File: config.mk
export PLATFORM = sky130hd
export DESIGN_NAME = saturating_play_and_race_clock_top
export DESIGN_NICKNAME = d
export VERILOG_FILES = /design/src/rtl/spr_pkg.sv /design/src/rtl/spr_play_tick.sv /design/src/rtl/spr_race_tick.sv /design/src/rtl/saturating_play_and_race_clock_top.sv
export SDC_FILE = /design/constraint.sdc
export NUM_CORES = 1
export LEC_CHECK = 0
export BUFFER_PORTS_ARGS = -buffer_cell sky130_fd_sc_hd__buf_2
export CAP_MARGIN = 0
export CORE_MARGIN = 2
export CORE_UTILIZATION = 50
export DETAILED_ROUTE_END_ITERATION = 10
export PLACE_DENSITY = 0.7
export SLEW_MARGIN = 20
export SYNTH_ARGS = -nofsm -noshare
export SYNTH_HDL_FRONTEND = slang
export SYNTH_HIERARCHICAL = 1
export SYNTH_SLANG_ARGS = --single-unit
File: constraint.sdc
create_clock -name clock -period 11.04 [get_ports clock]
set_clock_uncertainty 0.05 [all_clocks]
set_input_delay 0.552 -clock clock [delete_from_list [all_inputs] [get_ports clock]]
set_output_delay 0.552 -clock clock [all_outputs]
set_load 0.03 [all_outputs]
File: src/rtl/spr_pkg.sv
// Shared types, opcodes and constants of the saturating play clock and race stopwatch.
package spr_pkg;

   localparam int FPS_W        = 6;
   localparam int CSR_INDEX_W  = 1;
   localparam int CSR_DATA_W   = 6;

   localparam logic [FPS_W-1:0] FPS_RESET = 6'd60;
   localparam logic [5:0] SEC_PER_MIN     = 6'd60;
   localparam logic [5:0] MIN_PER_HOUR    = 6'd60;
   localparam logic [5:0] LAST_SEC        = 6'd59;
   localparam logic [5:0] LAST_MIN        = 6'd59;
   localparam logic [7:0] LAST_HOUR       = 8'd255;
   localparam logic [6:0] RACE_LAST_MIN   = 7'd99;
   localparam logic [3:0] LAST_TENTH      = 4'd9;

   // Operation codes
   localparam logic [1:0] OP_TICK  = 2'd0;
   localparam logic [1:0] OP_CLEAR = 2'd1;
   localparam logic [1:0] OP_LOAD  = 2'd2;

   // Configuration register indexes
   localparam logic [CSR_INDEX_W-1:0] CSR_FPS = 1'd0;
   localparam logic [CSR_INDEX_W-1:0] CSR_PAL = 1'd1;

   typedef struct packed {
      logic [1:0] op;
      logic       clock_owned;
      logic       frozen;
      logic       controls_locked;
      logic       is_paused;
      logic       window_covers;
      logic [7:0] load_hour;
      logic [5:0] load_minute;
      logic [5:0] load_second;
      logic [5:0] load_frame;
   } req_type;

   typedef struct packed {
      logic [7:0] play_hour;
      logic [5:0] play_minute;
      logic [5:0] play_second;
      logic [5:0] play_frame;
      logic [6:0] race_minute;
      logic [5:0] race_second;
      logic [3:0] race_decisecond;
      logic       redraw_minutes;
      logic       redraw_seconds;
      logic       redraw_tenths;
      logic       show_counter;
   } rsp_type;

   typedef struct packed {
      logic [7:0] hour;
      logic [5:0] minute;
      logic [5:0] second;
      logic [5:0] frame;
   } play_time_type;

   typedef struct packed {
      logic [6:0] minute;
      logic [5:0] second;
      logic [5:0] frame;
      logic [3:0] tenths;
   } race_time_type;

   typedef struct packed {
      logic minutes;
      logic seconds;
      logic tenths;
   } redraw_type;

endpackage

File: src/rtl/spr_play_tick.sv
// One frame step of the play-time clock, saturating at 255:59:59 and the last frame.
module spr_play_tick (
   input  spr_pkg::play_time_type         play_cur,
   input  logic [spr_pkg::FPS_W-1:0]      fps_eff,
   output spr_pkg::play_time_type         play_next
);
   import spr_pkg::*;

   logic [FPS_W:0] frame_inc;
   logic [6:0]     second_inc;
   logic [6:0]     minute_inc;
   logic [8:0]     hour_inc;

   assign frame_inc  = {1'b0, play_cur.frame} + 7'd1;
   assign second_inc = {1'b0, play_cur.second} + 7'd1;
   assign minute_inc = {1'b0, play_cur.minute} + 7'd1;
   assign hour_inc   = {1'b0, play_cur.hour} + 9'd1;

   always_comb begin
      play_next = play_cur;
      if (frame_inc < {1'b0, fps_eff}) begin
         play_next.frame = frame_inc[FPS_W-1:0];
      end else if (second_inc < {1'b0, SEC_PER_MIN}) begin
         play_next.frame  = '0;
         play_next.second = second_inc[5:0];
      end else if (minute_inc < {1'b0, MIN_PER_HOUR}) begin
         play_next.frame  = '0;
         play_next.second = '0;
         play_next.minute = minute_inc[5:0];
      end else if (hour_inc > {1'b0, LAST_HOUR}) begin
         // hold at the top of the range
         play_next.hour   = LAST_HOUR;
         play_next.minute = LAST_MIN;
         play_next.second = LAST_SEC;
         play_next.frame  = fps_eff - 6'd1;
      end else begin
         play_next.frame  = '0;
         play_next.second = '0;
         play_next.minute = '0;
         play_next.hour   = hour_inc[7:0];
      end
   end

endmodule

File: src/rtl/spr_race_tick.sv
// One frame step of the race stopwatch with decisecond digit and redraw pulses.
module spr_race_tick (
   input  spr_pkg::race_time_type         race_cur,
   input  logic [spr_pkg::FPS_W-1:0]      fps_eff,
   input  logic                           pal_rule,
   output spr_pkg::race_time_type         race_next,
   output spr_pkg::redraw_type            redraw
);
   import spr_pkg::*;

   logic [FPS_W:0] frame_inc;
   logic [6:0]     second_inc;
   logic [7:0]     minute_inc;
   logic [9:0]     prod_pal;
   logic [11:0]    prod_ntsc;
   logic [3:0]     quot;
   logic [3:0]     tenths;

   assign frame_inc  = {1'b0, race_cur.frame} + 7'd1;
   assign second_inc = {1'b0, race_cur.second} + 7'd1;
   assign minute_inc = {1'b0, race_cur.minute} + 8'd1;

   always_comb begin
      race_next = race_cur;
      redraw    = '0;
      if (frame_inc < {1'b0, fps_eff}) begin
         race_next.frame = frame_inc[FPS_W-1:0];
      end else if (second_inc < {1'b0, SEC_PER_MIN}) begin
         race_next.frame  = '0;
         race_next.second = second_inc[5:0];
         redraw.seconds   = 1'b1;
      end else if (minute_inc > {1'b0, RACE_LAST_MIN}) begin
         // hold at 99:59, no minute or second pulse
         race_next.minute = RACE_LAST_MIN;
         race_next.second = LAST_SEC;
         race_next.frame  = fps_eff - 6'd1;
      end else begin
         race_next.minute = minute_inc[6:0];
         race_next.second = '0;
         race_next.frame  = '0;
         redraw.minutes   = 1'b1;
         redraw.seconds   = 1'b1;
      end

      // frame/5 as (x*13)>>6 and frame/6 as (x*43)>>8, exact for six-bit x
      prod_pal  = 10'(race_next.frame) * 10'd13;
      prod_ntsc = 12'(race_next.frame) * 12'd43;
      quot      = pal_rule ? prod_pal[9:6] : prod_ntsc[11:8];
      tenths    = (quot > LAST_TENTH) ? LAST_TENTH : quot;

      race_next.tenths = tenths;
      redraw.tenths    = (tenths != race_cur.tenths);
   end

endmodule

File: src/rtl/saturating_play_and_race_clock_top.sv
// Top level: play-time clock and race stopwatch with request/response registers.
//
//  channel | direction | handshake               | payload
//  --------+-----------+-------------------------+------------------------------
//  req     | in        | req_valid / req_stall   | req_data  (spr_pkg::req_type)
//  rsp     | out       | rsp_valid / rsp_stall   | rsp_data  (spr_pkg::rsp_type)
//  csr     | in        | csr_valid / csr_ready   | csr_index, csr_data
//
// A beat loads the request register at its accepting edge; once the response register
// is free or taken, the tick logic moves it into the response register and rsp_valid rises.
// One beat per cycle is sustained while rsp_stall is low, and state advances in order.
// reset is synchronous, active high: clear both clocks, the shown digit and the valid
// flags; set 60 frames per second and the NTSC rule. req_stall rises only when both
// registers are full and rsp_stall holds; csr_ready is always high, write when idle.
module saturating_play_and_race_clock_top (
   input  logic                                clock,
   input  logic                                reset,
   input  logic                                req_valid,
   output logic                                req_stall,
   input  spr_pkg::req_type                    req_data,
   output logic                                rsp_valid,
   input  logic                                rsp_stall,
   output spr_pkg::rsp_type                    rsp_data,
   input  logic                                csr_valid,
   output logic                                csr_ready,
   input  logic [spr_pkg::CSR_INDEX_W-1:0]     csr_index,
   input  logic [spr_pkg::CSR_DATA_W-1:0]      csr_data
);
   import spr_pkg::*;

   // configuration registers
   logic [FPS_W-1:0] fps_ff, fps_in;
   logic             pal_ff, pal_in;

   // request register
   logic             in_valid_ff, in_valid_in;
   req_type          in_item_ff;

   // response register
   logic             out_valid_ff, out_valid_in;
   rsp_type          out_item_ff, out_item_in;

   // clock state
   play_time_type    play_ff, play_in;
   race_time_type    race_ff, race_in;

   logic             req_take;
   logic             advance;
   logic             race_run;
   logic [FPS_W-1:0] fps_eff;
   play_time_type    play_tick;
   race_time_type    race_tick;
   redraw_type       race_redraw;
   redraw_type       redraw;

   assign csr_ready = 1'b1;

   // drain the request register when the response register is free or taken
   assign advance   = in_valid_ff && (!out_valid_ff || !rsp_stall);
   assign req_stall = in_valid_ff && out_valid_ff && rsp_stall;
   assign req_take  = req_valid && !req_stall;

   // a frame rate of zero acts as one
   assign fps_eff = (fps_ff == '0) ? 6'd1 : fps_ff;

   assign race_run = in_item_ff.clock_owned && !in_item_ff.frozen
                     && !in_item_ff.controls_locked && !in_item_ff.is_paused;

   spr_play_tick u_play_tick (
      .play_cur  (play_ff),
      .fps_eff   (fps_eff),
      .play_next (play_tick)
   );

   spr_race_tick u_race_tick (
      .race_cur  (race_ff),
      .fps_eff   (fps_eff),
      .pal_rule  (pal_ff),
      .race_next (race_tick),
      .redraw    (race_redraw)
   );

   // configuration writes
   always_comb begin
      fps_in = fps_ff;
      pal_in = pal_ff;
      if (csr_valid && csr_ready) begin
         unique case (csr_index)
            CSR_FPS: fps_in = csr_data[FPS_W-1:0];
            CSR_PAL: pal_in = csr_data[0];
            default: ;
         endcase
      end
   end

   // next clock state and the result for the beat in the request register
   always_comb begin
      play_in = play_ff;
      race_in = race_ff;
      redraw  = '0;
      if (advance) begin
         unique case (in_item_ff.op)
            OP_TICK: begin
               play_in = play_tick;
               if (race_run) begin
                  race_in = race_tick;
                  redraw  = race_redraw;
               end
            end
            OP_CLEAR: begin
               play_in = '0;
               // keep the shown digit, zero the stopwatch time
               race_in.minute = '0;
               race_in.second = '0;
               race_in.frame  = '0;
            end
            OP_LOAD: begin
               play_in.hour   = in_item_ff.load_hour;
               play_in.minute = in_item_ff.load_minute;
               play_in.second = in_item_ff.load_second;
               play_in.frame  = in_item_ff.load_frame;
               race_in.minute = '0;
               race_in.second = '0;
               race_in.frame  = '0;
            end
            default: ;  // unused code: hold state
         endcase
      end

      out_item_in.play_hour       = play_in.hour;
      out_item_in.play_minute     = play_in.minute;
      out_item_in.play_second     = play_in.second;
      out_item_in.play_frame      = play_in.frame;
      out_item_in.race_minute     = race_in.minute;
      out_item_in.race_second     = race_in.second;
      out_item_in.race_decisecond = race_in.tenths;
      out_item_in.redraw_minutes  = redraw.minutes;
      out_item_in.redraw_seconds  = redraw.seconds;
      out_item_in.redraw_tenths   = redraw.tenths;
      out_item_in.show_counter    = in_item_ff.clock_owned && !in_item_ff.window_covers;
   end

   // valid flags: request fills on take and drops on drain; response fills on drain, drops when taken
   always_comb begin
      in_valid_in = in_valid_ff;
      if (req_take) begin
         in_valid_in = 1'b1;
      end else if (advance) begin
         in_valid_in = 1'b0;
      end

      out_valid_in = out_valid_ff;
      if (advance) begin
         out_valid_in = 1'b1;
      end else if (!rsp_stall) begin
         out_valid_in = 1'b0;
      end
   end

   always_ff @(posedge clock) begin
      if (reset) begin
         fps_ff       <= FPS_RESET;
         pal_ff       <= 1'b0;
         in_valid_ff  <= 1'b0;
         out_valid_ff <= 1'b0;
         play_ff      <= '0;
         race_ff      <= '0;
      end else begin
         fps_ff       <= fps_in;
         pal_ff       <= pal_in;
         in_valid_ff  <= in_valid_in;
         out_valid_ff <= out_valid_in;
         play_ff      <= play_in;
         race_ff      <= race_in;
      end
   end

   // payload registers: request captures on take, response on drain; both hold otherwise
   always_ff @(posedge clock) begin
      if (req_take) begin
         in_item_ff <= req_data;
      end
      if (advance) begin
         out_item_ff <= out_item_in;
      end
   end

   assign rsp_valid = out_valid_ff;
   assign rsp_data  = out_item_ff;

   // stopwatch minutes never pass the saturation point
   assert property (@(posedge clock) disable iff (reset)
      race_ff.minute <= RACE_LAST_MIN)
      else $error("race minutes above saturation");

   // shown decisecond digit stays a single decimal digit
   assert property (@(posedge clock) disable iff (reset)
      race_ff.tenths <= LAST_TENTH)
      else $error("shown decisecond digit above nine");

   // a minute rollover always comes with a seconds redraw
   assert property (@(posedge clock) disable iff (reset)
      rsp_valid && rsp_data.redraw_minutes |-> rsp_data.redraw_seconds)
      else $error("minute redraw without seconds redraw");

   // back-pressure only when the request register is occupied
   assert property (@(posedge clock) disable iff (reset)
      req_stall |-> in_valid_ff && out_valid_ff)
      else $error("request stalled with a free register");

endmodule
==> run_results.csv, run 1 <==
group,metric,value,unit
detailed_routing,ant_nets,0,
clocking,clkSlewWorstSetupHoldPaths,60,ps
synth,syn-num-nets,930,
grt,antenna_found_initial,0,
grt,grt_max_degree,79,
synth,syn_inst,818,
synth,synth_edf_count,80,
final_layout,fin_nets,1001,
floorplan,core-area,16500,um2
synth,synth.area.top_cells,"edfxtp_1 (28%), dfxtp_1 (14%), ha_1 (9.0%)",
grt,grt_pass1_vias,6181,
final_layout,fin_area,9590,um2
setup_path,cp_slowest_cell,"or3_1",
power,pwr-share-comb,0.094,
final_layout,syn2layout_area_growth,13.5,%
clocking,hold_buffers,0,
synth,synth_compound_area_frac,0.242,
synth,synth_ff_type,"edfxtp_1",
place,gp_congestion,0.899,
clocking,cts_buffers,17,
grt,track_usage,0.220,
synth,ys_seq_elements,138,
sta,hold_ws,253,ps
final_layout,diodes,0,
sta,worst_pin_slew,1010,ps
setup_path,path_class,"reg2reg",
setup_path,cp_num_buf_inv,2,
detailed_routing,wl_per_cell,17.3,um
power,seqPwrFrac,0.458,
synth,ys_top_cells_by_count,"edfxtp_1 (80), ha_1 (61), dfxtp_1 (58)",
synth,yosys.area.top_type,"edfxtp_1",
floorplan,std_cell_rows,47,
power,total_leakage_power,3.89,nW
setup_path,crit_family,"simple AND/OR/NAND/NOR gates",
clocking,cts_resized,0,
place,port_buffers,93,
setup_path,critical_path.max_stage_delay,580,ps
clocking,cts_tree,"yes",
detailed_routing,avgViaCountPerCell,5.93,
synth,synth.avg_cell_area,10.3,um2
power,p_int,0.973,mW
floorplan,die-area,17900,um2
synth,synthMuxAreaShare,0.0218,
final_layout,drive_gt1_frac,0.194,
synth,yosysTopAreaCellShare,0.284,
setup_path,critPathArrivalTime,6700,ps
sta,setup-tns-final,0,ps
sta,finalHoldViolations,0,
setup_path,start_kind,"flip-flop",
place,placed_area,8980,um2
outcome,status,"finished, final reports clean",
setup_path,crit_path_end_kind,"flip-flop",
sta,final.period_utilization,0.595,
synth,synth_top_family_by_area,"compound AO/OA/AOI/OAI gates",
worst_hold_path,min_path_type,"in2reg",
setup_path,worstPathRequired,11170,ps
synth,ys_seq_area_frac,0.422,
sta,slew_violations,0,
floorplan,die_h,134,um
power,switchingPower,0.316,mW
detailed_routing,drcViolationCount,0,
synth,synth-xor-area-share,0.0176,
grt,grt_pass1_wl,31500,um
clocking,htree_levels,4,
detailed_routing,drt_iter0_drc,488,
final_layout,final_cells,1122,
power,irDropWorstVdd,138,uV
clocking,clk_latency,420,ps
setup_path,crit_fanout,17,
synth,synthSimpleGateAreaFrac,0.140,
synth,yosysMostFrequentCell,"edfxtp_1",
synth,async_reset_ff_frac,0,
clocking,cts_sinks,138,
synth,synth.distinct_cells,86,
place,pre_cts_slack,4560,ps
sta,timing.fmax,152,MHz
clocking,post_cts.repair.setup_buffers,0,
power,power_density,134,nW/um2
sta,maxSlewHeadroom,0.324,
detailed_routing,num_vias,6656,
floorplan,initial_core_util,0.511,
sta,setup_viol_count_final,0,
setup_path,crit_chain,"or4_1 > o21bai_1 > a21boi_1 > o21a_1 > o21ai_1 > a21oi_1 > or3_1 > o22ai_1 > ha_1 > inv_1 > fa_1 > fa_1 > inv_1 > ha_1 > and2_1 > o21ai_1 > a2111oi_0 > nor3b_1 > a21oi_1 > nor4b_2 > o22ai_1 > and3_1",
sta,period_needed,6570,ps
floorplan,die_w,134,um
synth,syn_area,8450,um2
place,dp_hpwl,13300,um
detailed_routing,drt_first_pass_iters,5,
detailed_routing,wl,19500,um
synth,synthAdderAreaFrac,0.106,
clocking,clockBufferDepth,2,
sta,setup_slack,4470,ps
floorplan,io_pins,95,
power,switching_share,0.245,
clocking,root_buffer,"clkbuf_16",
place,placed_cells,1090,
grt,gr-total-overflow,0,
flow_run,max-cap-violations,0,
sta,rsz0062_at_grt,"false",
synth,ys_warn_count,6,
power,pwr-share-clk,0.448,
==> metal layers <==
metal / GRT usage / routed length (um)
met3: 0.0476 / 1160
met1: 0.314 / 9470
met2: 0.330 / 8430
met5: 0 / 0
met4: 0.0786 / 397
==> cells by family (layout without fill, tap and decap cells) <==
family                     count (synthesis)  count (layout)
AOI/OAI and AO/OA                        268             268
and+or+nand+nor                          217             217
DFF                                      138             138
buffers and inverters                     92             176
adders and majority gates                 68              68
xor gates and xnor gates                  17              17
muxes                                     17              17
other                                      1               1
==> placed cells by master, fill, tap and decap left out, types with 12 or more instances in the layout <==
cell type	instances
edfxtp_1	80
dfxtp_1	58
and3_1	17
a22oi_1	28
nand2_1	47
a211oi_1	33
a22o_1	39
a21oi_1	55
inv_1	47
xnor2_1	14
clkbuf_16	17
o21ai_0	12
buf_2	93
ha_1	60
nor2b_1	12
nand3_1	38
nor2_1	49
==> through the flow <==
| stage | power [mW] | utilization |
|---|---|---|
| 2_1_floorplan | 0.683 | - |
| 3_3_place_gp | 0.719 | 0.544 |
| 3_5_place_dp | 0.720 | 0.544 |
| 4_1_cts | 1.30 | 0.580 |
| 5_1_grt | 1.33 | 0.580 |
| 6_report | 1.29 | 0.580 |
==> power by group through the flow <==
stage | Sequential, mW | Clock, mW | Combinational, mW
after floorplan | 0.614 | 0 | 0.0689
after global placement | 0.599 | 0 | 0.119
after detailed placement | 0.600 | 0 | 0.121
after CTS | 0.589 | 0.587 | 0.122
after global routing | 0.592 | 0.609 | 0.132
final | 0.590 | 0.577 | 0.122
==> area by class of cell <==
type                    count  area (um2)
inverters                  47         176
multi-input cells         588        4480
clock inverters            12         150
repair buffers             97         495
well taps                 220         275
clock buffers              20         447
flip-flops and latches    138        3560
fillers                  1446        6940
==> sequential cells by signal, indices dropped and copies added (netlist names) <==
signal / count
pal_ff: 1
rsp_valid: 1
in_item_ff: 33
race_ff: 23
play_ff: 26
in_valid_ff: 1
fps_ff: 6
rsp_data: 47
==> final timing paths <==
check | from | slack (ps) | end | cells past startpoint
min reg2reg | in_valid_ff$_SDFFE_PP0P_ | 440 | rsp_valid$_SDFFE_PP0P_ | 2
min | req_data[30] | 250 | in_item_ff[30]$_DFFE_PP_ | 1
max reg2reg | fps_ff[3]$_SDFFE_PP1P_ | 4470 | rsp_data[1]$_SDFFCE_PN0P_ | 22
max | fps_ff[3]$_SDFFE_PP1P_ | 4470 | rsp_data[1]$_SDFFCE_PN0P_ | 22
Power figures use the tool's default switching activity.
==> inputs of run 2 (changes only) <==
Clock period 11.04 ns to 6.7 ns, I/O delays scaled along.
==> run_results.csv, run 2 (synthesis gave the netlist of run 1 again) <==
group,metric,value,unit
clocking,hold_buffers,0,
detailed_routing,avgViaCountPerCell,5.87,
floorplan,die_h,134,um
detailed_routing,drcViolationCount,0,
detailed_routing,wl_per_cell,17.0,um
clocking,cts_buffers,17,
setup_path,start_kind,"flip-flop",
sta,setup_viol_count_final,0,
floorplan,initial_core_util,0.511,
outcome,status,"finished, final reports clean",
detailed_routing,ant_nets,0,
floorplan,core-area,16500,um2
grt,track_usage,0.217,
final_layout,drive_gt1_frac,0.189,
grt,grt_pass1_vias,6134,
setup_path,crit_chain,"ha_1 > ha_1 > a21boi_1 > o21a_1 > o21ai_1 > a21oi_1 > nor3_4 > o31ai_1 > ha_1 > inv_1 > fa_1 > fa_1 > inv_1 > ha_1 > and2_1 > o21ai_1 > a2111oi_0 > nor3b_1 > a21oi_1 > nor4b_2 > o22ai_1 > and3_1",
sta,finalHoldViolations,0,
clocking,cts_sinks,138,
sta,worst_pin_slew,1070,ps
place,port_buffers,93,
setup_path,setup.worst_path.start,"race_ff[4]$_SDFFE_PP0P_",
final_layout,fin_nets,1003,
sta,period_needed,6280,ps
clocking,clockBufferDepth,2,
floorplan,std_cell_rows,47,
detailed_routing,wl_met1,9340,um
worst_hold_path,min_path_type,"in2reg",
final_layout,layout_common_cells,"buf_2 (93), edfxtp_1 (80), ha_1 (61)",
final_layout,final_cells,1125,
sta,rsz0062_at_grt,"false",
final_layout,syn2layout_area_growth,12.8,%
detailed_routing,route.met3.wl,1160,um
sta,final.period_utilization,0.938,
place,placed_cells,1092,
detailed_routing,wl,19100,um
grt,gr-total-overflow,0,
setup_path,critical_path.max_stage_delay,670,ps
detailed_routing,dr_wl_met2,8440,um
setup_path,cp_slowest_cell,"o31ai_1",
final_layout,largest_reg_flops,47,
setup_path,critPathArrivalTime,6410,ps
setup_path,worstPathRequired,6830,ps
sta,timing.fmax,159,MHz
final_layout,multiInputGateArea,4490,um2
clocking,clkSlewWorstSetupHoldPaths,60,ps
clocking,post_cts.repair.setup_buffers,0,
clocking,root_buffer,"clkbuf_16",
power,irDropWorstVdd,231,uV
worst_hold_path,min-delay-start,"req_data[28]",
place,placed_area,9000,um2
setup_path,crit_fanout,10,
clocking,cts_tree,"yes",
detailed_routing,highest_layer,"met4",
detailed_routing,drt_first_pass_iters,6,
detailed_routing,drt_iter0_drc,605,
sta,maxSlewHeadroom,0.289,
final_layout,fillers,1476,
sta,setup-tns-final,0,ps
detailed_routing,num_vias,6605,
place,gp_congestion,0.892,
worst_hold_path,whs_path_depth,1,
clocking,clk_latency,420,ps
clocking,htree_levels,4,
power,fin_total_pwr,1.99,mW
final_layout,fin_area,9520,um2
grt,grt_pass1_wl,30900,um
power,total_leakage_power,3.86,nW
setup_path,crit_path_end_kind,"flip-flop",
setup_path,path_class,"reg2reg",
setup_path,cpMostUsedCell,"ha_1",
final_layout,final_common_cell,"buf_2",
setup_path,reg2reg_depth,22,
grt,grt_max_degree,79,
sta,slew_violations,0,
floorplan,die_w,134,um
place,dp_hpwl,13200,um
grt,antenna_found_initial,2,
final_layout,seq_area,3560,um2
flow_run,max-cap-violations,0,
setup_path,reg2reg_from,"race_ff[4]$_SDFFE_PP0P_",
power,power_density,208,nW/um2
floorplan,die-area,17900,um2
floorplan,io_pins,95,
run 2: cell count changes in the layout (fill, tap and decap cells not counted), moves of 2 or more:
| cell | before | now |
|---|---|---|
| clkinv_1 | 0 | 5 |
| buf_4 | 4 | 6 |
| bufinv_16 | 3 | 0 |
| clkinv_4 | 2 | 0 |
run 2: path summary, 6_finish.rpt:
kind                                to  slack [ps]
max          rsp_data[1]$_SDFFCE_PN0P_         420
min           in_item_ff[28]$_DFFE_PP_          40
max reg2reg  rsp_data[1]$_SDFFCE_PN0P_         420
min reg2reg     rsp_valid$_SDFFE_PP0P_         450
run 2: critical path: cells and delay by family, from the launching register on:
kind	cells	cell delay, ps
AO/OA/AOI/OAI	9	2020
adder cells (fa/ha/maj)	6	2140
buffers and inverters	2	110
flip-flops	1	430
AND/OR/NAND/NOR	5	1290
run 2: area by class of cell:
class,instances,area share
Sequential cell,138,0.374
Inverter,47,0.0185
Timing Repair Buffer,99,0.0536
Multi-Input combinational cell,588,0.471
Antenna cell,1,0.000263
Clock inverter,11,0.00591
Tap cell,220,0.0289
Clock buffer,21,0.0473
run 2: metal layers:
metal  GRT usage  vias to the layer above
met1       0.310                     3132
met5           0                        -
met2       0.327                      189
li1            -                     3270
met3      0.0578                       14
met4      0.0550                        0
run 2: timing repair:
item / CTS / global route
endpoints found under the setup margin: 0 / 7
gates resized for setup: 0 / 2
hold endpoints to repair: 0 / 0
run 2: per-stage QoR:
stage | util | hold slack (ps) | setup WS [ps]
after floorplan | - | 384 | 786
after global placement | 0.545 | 420 | 553
after detailed placement | 0.545 | 423 | 437
after CTS | 0.575 | 23.8 | 417
after global routing | 0.576 | 18.0 | 31.1
final | 0.576 | 36.2 | 417
run 2: report_power, final:
part | internal [mW] | leakage [nW] | switching (mW)
registers | 0.943 | 1.24 | 0.0286
logic | 0.0673 | 2.38 | 0.132
clock network | 0.473 | 0.240 | 0.342
